$ cat src/aabbco_pkg.sv
// ----------------------------------------------------------------------------
// aabbco_pkg
// Shared types and constants for the box / circle overlap test.
// ----------------------------------------------------------------------------
package aabbco_pkg;

    // default coordinate width, signed fixed point
    localparam int COORD_BITS_DEF = 16;

    // shape pairing, coded as {kind_a, kind_b} with 0 box and 1 circle
    typedef enum logic [1:0] {
        PAIR_BOX_BOX   = 2'b00,
        PAIR_BOX_CIRC  = 2'b01,
        PAIR_CIRC_BOX  = 2'b10,
        PAIR_CIRC_CIRC = 2'b11
    } pair_kind_t;

endpackage

$ cat src/aabbco_axis.sv
// ----------------------------------------------------------------------------
// aabbco_axis
// One axis of the overlap test: box separation flag and the unsigned
// distance that gets squared for the circle cases.
// ----------------------------------------------------------------------------
module aabbco_axis #(
    parameter int COORD_BITS = 16
) (
    input  aabbco_pkg::pair_kind_t  mode,
    input  logic [COORD_BITS-1:0]   pos_a,
    input  logic [COORD_BITS-1:0]   pos_b,
    input  logic [COORD_BITS-2:0]   size_a,
    input  logic [COORD_BITS-2:0]   size_b,
    output logic                    sep,
    output logic [COORD_BITS-1:0]   gap_dist
);
    import aabbco_pkg::*;

    localparam int W = COORD_BITS + 2;

    logic signed [W-1:0] pa;
    logic signed [W-1:0] pb;
    logic signed [W-1:0] sa;
    logic signed [W-1:0] sb;
    logic signed [W-1:0] t;
    logic signed [W-1:0] neg_t;
    logic signed [W-1:0] box_lo;
    logic signed [W-1:0] box_size;
    logic signed [W-1:0] box_hi;
    logic signed [W-1:0] ctr;
    logic signed [W-1:0] gap;

    assign pa    = {{2{pos_a[COORD_BITS-1]}}, pos_a};
    assign pb    = {{2{pos_b[COORD_BITS-1]}}, pos_b};
    assign sa    = {3'b000, size_a};
    assign sb    = {3'b000, size_b};
    assign t     = pa - pb;
    assign neg_t = pb - pa;

    // touching edges count as overlap, so only a strict excess separates
    assign sep = (t > sb) || (neg_t > sa);

    always_comb
    begin
        if (mode == PAIR_BOX_CIRC)
        begin
            box_lo   = pa;
            box_size = sa;
            ctr      = pb;
        end
        else
        begin
            box_lo   = pb;
            box_size = sb;
            ctr      = pa;
        end
        box_hi = box_lo + box_size;
        priority if (ctr < box_lo)
            gap = box_lo - ctr;
        else if (ctr > box_hi)
            gap = ctr - box_hi;
        else
            gap = '0;
    end

    // every distance magnitude stays below 2^COORD_BITS
    always_comb
    begin
        unique case (mode)
            PAIR_BOX_BOX:   gap_dist = '0;
            PAIR_BOX_CIRC,
            PAIR_CIRC_BOX:  gap_dist = gap[COORD_BITS-1:0];
            PAIR_CIRC_CIRC: gap_dist = t[W-1] ? neg_t[COORD_BITS-1:0] : t[COORD_BITS-1:0];
            default:        gap_dist = '0;
        endcase
    end

endmodule

$ cat src/aabbco_eval.sv
// ----------------------------------------------------------------------------
// aabbco_eval
// Squares the axis distances and the radius term, compares, and picks
// the answer for the shape pairing.
// ----------------------------------------------------------------------------
module aabbco_eval #(
    parameter int COORD_BITS = 16
) (
    input  aabbco_pkg::pair_kind_t  mode,
    input  logic                    sep_x,
    input  logic                    sep_y,
    input  logic [COORD_BITS-1:0]   dist_x,
    input  logic [COORD_BITS-1:0]   dist_y,
    input  logic [COORD_BITS-2:0]   rad_a,
    input  logic [COORD_BITS-2:0]   rad_b,
    output logic                    overlap
);
    import aabbco_pkg::*;

    logic [COORD_BITS-1:0]   rad_term;
    logic [2*COORD_BITS-1:0] sq_x;
    logic [2*COORD_BITS-1:0] sq_y;
    logic [2*COORD_BITS-1:0] sq_r;
    logic [2*COORD_BITS:0]   dist_sum;

    always_comb
    begin
        unique case (mode)
            PAIR_BOX_BOX:   rad_term = '0;
            PAIR_BOX_CIRC:  rad_term = {1'b0, rad_b};
            PAIR_CIRC_BOX:  rad_term = {1'b0, rad_a};
            PAIR_CIRC_CIRC: rad_term = {1'b0, rad_a} + {1'b0, rad_b};
            default:        rad_term = '0;
        endcase
    end

    assign sq_x     = dist_x * dist_x;
    assign sq_y     = dist_y * dist_y;
    assign sq_r     = rad_term * rad_term;
    assign dist_sum = {1'b0, sq_x} + {1'b0, sq_y};

    assign overlap = (mode == PAIR_BOX_BOX) ? !(sep_x || sep_y)
                                            : (dist_sum <= {1'b0, sq_r});

endmodule

$ cat src/aabbco_calc.sv
// ----------------------------------------------------------------------------
// aabbco_calc
// Combinational overlap test between the input and result registers:
// unpacks one shape pair, runs both axes and the final compare.
// ----------------------------------------------------------------------------
module aabbco_calc #(
    parameter int COORD_BITS = 16
) (
    input  logic [1:0]              kinds,      // kind_a, kind_b
    input  logic [10*COORD_BITS-7:0] fields,    // tdata field layout, no padding
    output logic                    overlap
);
    import aabbco_pkg::*;

    localparam int C = COORD_BITS;

    pair_kind_t            mode;
    logic                  sep_x;
    logic                  sep_y;
    logic [C-1:0]          dist_x;
    logic [C-1:0]          dist_y;

    assign mode = pair_kind_t'({kinds[0], kinds[1]});

    aabbco_axis #(.COORD_BITS(C)) u_axis_x (
        .mode     (mode),
        .pos_a    (fields[C-1:0]),
        .pos_b    (fields[6*C-4:5*C-3]),
        .size_a   (fields[3*C-2:2*C]),
        .size_b   (fields[8*C-5:7*C-3]),
        .sep      (sep_x),
        .gap_dist (dist_x)
    );

    aabbco_axis #(.COORD_BITS(C)) u_axis_y (
        .mode     (mode),
        .pos_a    (fields[2*C-1:C]),
        .pos_b    (fields[7*C-4:6*C-3]),
        .size_a   (fields[4*C-3:3*C-1]),
        .size_b   (fields[9*C-6:8*C-4]),
        .sep      (sep_y),
        .gap_dist (dist_y)
    );

    aabbco_eval #(.COORD_BITS(C)) u_eval (
        .mode    (mode),
        .sep_x   (sep_x),
        .sep_y   (sep_y),
        .dist_x  (dist_x),
        .dist_y  (dist_y),
        .rad_a   (fields[5*C-4:4*C-2]),
        .rad_b   (fields[10*C-7:9*C-5]),
        .overlap (overlap)
    );

endmodule

$ cat config.mk
export PLATFORM = sky130hd
export DESIGN_NAME = aabbco_calc
export DESIGN_NICKNAME = d
export VERILOG_FILES = /design/src/aabbco_pkg.sv /design/src/aabbco_axis.sv /design/src/aabbco_eval.sv /design/src/aabbco_calc.sv
export SDC_FILE = /design/constraint.sdc
export NUM_CORES = 2
export LEC_CHECK = 0
export ABC_AREA = 0
export BUFFER_PORTS_ARGS = -buffer_cell sky130_fd_sc_hd__buf_2
export CORE_UTILIZATION = 40
export DETAILED_ROUTE_END_ITERATION = 8
export SETUP_SLACK_MARGIN = 0.4
export SLEW_MARGIN = 20
export SYNTH_ARGS = -nofsm -noshare
export SYNTH_HDL_FRONTEND = slang
export SYNTH_SLANG_ARGS = --single-unit
$ cat constraint.sdc
create_clock -name vclk -period 23.9
set_clock_uncertainty 0.05 [all_clocks]
set_input_delay 4.78 -clock vclk [all_inputs]
set_output_delay 4.78 -clock vclk [all_outputs]
set_load 0.05 [all_outputs]
Word level (Yosys, flattened, before mapping)
Cells that the tools add are included.
W data, S select, Z words.

word-level totals
  word-level logic and storage cells = 49
  output and inout bits = 1
  input bits = 156
  bits in registers = 0

cells by class
  multiplexer cells = 16
  $lt $le $gt $ge = 9
  reduce and logical (&&, ||, !) cells = 6
  multiply operators = 3
  equal/unequal tests = 3
  add/sub/neg operators = 12

operators with widths
  kind                  count
  $mul A16 B16 Y32      3
  $mux W16              6
  $pmux W16 S3          2
  $gt A18 B16 Y1        4
  $mux W18              4
  $sub A16 B16 Y17      4
  $pmux W16 S4          1
  $sub A16 B16 Y16      4
  $add A18 B16 Y18      2
  $gt A18 B18 Y1        2
  $lt A18 B18 Y1        2
  $add A32 B32 Y33      1
  $le A33 B32 Y1        1
  $mux W15              2
  $add A15 B15 Y16      1
  $eq A2 B2 Y1 const B  2
  $logic_or A1 B1 Y1    3
  $eq A2 B1 Y1 const B  1
  $logic_not A2 Y1      1
  $reduce_or A2 Y1      1
  $logic_not A1 Y1      1
  $mux W1               1

Logic depth before layout (Yosys ltp)
  depth after elaboration = 11
  gate-level depth with buffers = 74
  mapped depth without buffers = 66

Cells and area by module
From an unflattened synthesis, not the netlist that was laid out.

unflattened totals
  cell total of the unflattened synthesis = 4,408
  area total of the unflattened synthesis = 35,718.0 sq um

modules (own cells, without submodules)
  module                   area each (sq um)  times used  cells an instance  seq. area each (sq um)
  aabbco_eval              23,692.7           1           2,633              0.0
  aabbco_axis at u_axis_y  6,114.6            1           900                0.0
  aabbco_axis at u_axis_x  5,910.7            1           875                0.0

Worst setup path after synthesis
No wires, ideal clock.

  path type = input to output
  from = input port kinds[0]
  to = output port overlap
  stages on the path = 64
  slack = -388 ps
  data arrival time = 19,458 ps
  cells stage by stage = inv_1 > ha_1 > buf_6 > buf_4 > buf_4 > clkbuf_1 > buf_1 > clkbuf_1 > o21ai_0 > ha_1 > fa_1 > a21o_1 > a21oi_1 > o21bai_1 > a21oi_1 > o21bai_1 > a21oi_1 > o21bai_1 > (+28 left out) > ha_1 > a21o_1 > a21oi_1 > o21ai_0 > a221o_1 > a21oi_1 > o21ai_0 > a41o_1 > or4_1 > a31o_2 > a21oi_1 > xnor2_1 > ha_1 > and3_1 > nand3_1 > o21ai_0 > o21ai_0 > o21ai_1

between the ends
  word-level cells in the longest chain between the ends = 11
  elaborated cells on any way between the ends = 34
  classes of those cells = add/sub: 7; mul: 3; order compare: 5; eq/ne: 3; mux: 14; reduce/logical: 2

RTL lines
  item                                                line                                                     source
  start, declared                                     aabbco_calc.sv:9                                         input logic [1:0] kinds,
  $eq A2 B1 Y1                                        aabbco_axis.sv:45, aabbco_axis.sv:69, aabbco_eval.sv:28
  $mux W18 or $mux W15 (tied branches)                aabbco_axis.sv:45                                        if (mode == PAIR_BOX_CIRC)
  $add A18 B16 Y18                                    aabbco_axis.sv:57                                        box_hi = box_lo + box_size;
  $sub A16 B16 Y16 or $gt A18 B18 Y1 (tied branches)  aabbco_axis.sv:61, aabbco_axis.sv:60
  $mux W16                                            aabbco_axis.sv:60                                        else if (ctr > box_hi)
  $mux W16                                            aabbco_axis.sv:58                                        priority if (ctr < box_lo)
  $pmux W16 S3                                        aabbco_axis.sv:69                                        unique case (mode)
  $mul A16 B16 Y32, on equally long branches          aabbco_eval.sv:37, aabbco_eval.sv:38
  $add A32 B32 Y33                                    aabbco_eval.sv:40                                        assign dist_sum = {1'b0, sq_x} + {1'b0, sq_y};
  $le A33 B32 Y1                                      aabbco_eval.sv:43                                        : (dist_sum <= {1'b0, sq_r});
  $mux W1 (*)                                         aabbco_eval.sv:42                                        assign overlap = (mode == PAIR_BOX_BOX) ? !(sep_x || sep_y)
  end, declared                                       aabbco_calc.sv:11                                        output logic overlap

Every way passes the cells marked *; elsewhere a longest branch is shown, timed or not.

Worst setup path after layout
Ends and elaborated chain as after synthesis.

==> out/qor.yml <==
run_status:
  status: "complete, no violations"
sta:
  setup_viol_count_final: 0
  finalSetupTns_ns: 0
  rsz0062_at_grt: "yes"
  worstMarginPinSlew_ns: 1.13
  finalMaxSlewViolations: 0
  hold_viol_final: 0
  whs_ns: 10.51
  period_minus_slack_ns: 23.14
  fmax_mhz: 43.2
  max_slew_margin: 0.247
  finalCritPeriodShare: 0.968
logic_synthesis:
  synthAdderAreaFrac: 0.508
  synth-xor-area-share: 0.0474
  synth_compound_area_frac: 0.160
  synthesis.nets: 5614
  yosys_warnings: 0
  yosys.area_share.simple: 0.152
  synthCells: 4372
  syn_avg_cell_area_um2: 8.04
  synth_area_um2: 35100
  synthMuxAreaShare: 0.0133
  synth-seq-area-share: 0
  synth_cell_types: 99
  synth_top_family_by_area: "adder cells"
setup_path:
  end_kind: "primary output"
  worst-setup-path-type: "in -> out"
  arrival_ns: 18.31
  worst_setup_path_start_kind: "input pin"
  crit_path_frequent_cell: "fa_1"
  worstPathMaxFanout: 7
  required_ns: 19.07
  max_stage_delay_ns: 0.56
  crit_slowest_cell: "fa_1"
hold_path:
  hold_class: "in -> out"
  worstHoldStart: "fields[92]"
  min_to: "overlap"
  hold_depth: 7
cells_and_area:
  area_delta_synth_final_pct: 11.5
  nNetsFinal: 5859
  seq_cells: 0
  final_area_um2: 39200
  clock_buffers: 0
  drive_gt1_frac: 0.127
  ff_latch_area_um2: 0
  utilization: 0.451
routing:
  drtAntennaViolNets: 0
  drt-pass1-iter-count: 6
  drt_wl_total_mm: 112
  via_per_inst: 5.41
  detail_route.wl_per_cell_um: 19.5
  vias: 31200
  drt_iter0_drc: 2508
  drc: 0
die:
  ios: 157
  initial_core_util: 0.404
  core_um2: 86900
  rows: 108
  die_y_um: 298
  dieArea_um2: 89000
  die_x_um: 298
global_route:
  antenna_found_initial: 5
  grt-ovfl-total: 0
  grt_pass1_wl_mm: 178
  grt_usage: 0.252
  grt_max_degree: 49
  grt_pass1_vias: 31700
flow_run:
  maxCapViolCount: 0
place:
  place_area_um2: 38300
  io_buffers: 157
  gp_congestion: 1.00
  place_hpwl_mm: 98.8
## worst max-delay path by stage
stage             start  endpoint
3_3_place_gp   kinds[0]   overlap
3_5_place_dp   kinds[0]   overlap
5_1_grt        kinds[0]   overlap
2_1_floorplan  kinds[0]   overlap
4_1_cts        kinds[0]   overlap
6_report       kinds[0]   overlap
## Yosys cell counts, types with 38 or more instances
master,instances,share of area
xnor2_1,131,0.033
inv_1,935,0.10
ha_1,519,0.18
fa_1,567,0.32
nand3_1,54,0.0077
a21o_1,93,0.020
o21ai_0,217,0.031
a21oi_1,205,0.029
clkbuf_1,98,0.010
nor2b_1,38,0.0068
nor2_1,285,0.030
nand2_1,355,0.038
nor3_1,59,0.0084
or3_1,63,0.011
nand2b_1,74,0.013
xor2_1,59,0.015
## cells by family (layout without fill, tap and decap cells)
family	count (synthesis)	in the layout
AO/OA/AOI/OAI	862	862
buffers and inverters	1084	1326
XOR/XNOR	190	190
AND/OR/NAND/NOR	1106	1107
other	0	4
multiplexers	44	44
adder cells (fa/ha/maj)	1086	1086
## cells in the final DEF, fill, tap and decap left out, types with 20 or more instances in the layout
cell type,netlist,final
ha_1,519,508
a31oi_1,31,29
a22oi_1,29,29
a21oi_1,205,185
a211oi_1,27,25
xnor2_1,131,131
o21ai_0,217,194
nor3_1,59,54
o211ai_1,20,20
buf_4,6,209
o22ai_1,26,25
inv_1,935,929
xor2_1,59,59
o21a_1,29,29
nor2b_1,38,38
nand2_1,355,350
mux2_2,21,20
o21bai_1,26,25
fa_1,567,559
nand2b_1,74,72
or3_1,63,55
a21o_1,93,93
mux2i_1,23,23
nand3_1,54,54
nor2_1,285,275
buf_2,14,154
nand4_1,28,28
a21oi_2,2,20
and2_1,36,33
or2_2,29,26
## cell type report
cell class                      count  area [um^2]
Antenna cell                        4         10.0
Fill cell                        8721        47700
Inverter                          945         3550
Multi-Input combinational cell   3289        31600
Tap cell                         1155         1450
Timing Repair Buffer              381         2620
## critical path: cells and delay by family
family	cells	cell delay (ns)
buffers and inverters	12	1.49
adders and majority gates	13	5.19
and+or+nand+nor	9	1.60
muxes	1	0.34
xor gates and xnor gates	2	0.22
AOI/OAI and AO/OA	25	4.65
## layer usage
layer	track usage	share of wire
met1	0.357	0.45
met3	0.0126	0.055
met4	0.0675	0.035
met2	0.417	0.46
met5	0	0
## through the flow
step / setup slack [ns] / std cells
final: 0.757 / 5774
after global routing: 0.222 / 5772
after CTS: 0.426 / 5742
after detailed placement: -0.142 / 5737
after global placement: -0.145 / 5737
after floorplan: 0.409 / 4372
## timing repair
action,CTS,global route
hold buffers,0,0
gates resized for setup,10,154
pin swaps,4,117
gates cloned,1,1
buffers inserted,4,27
setup endpoints to repair,1,1
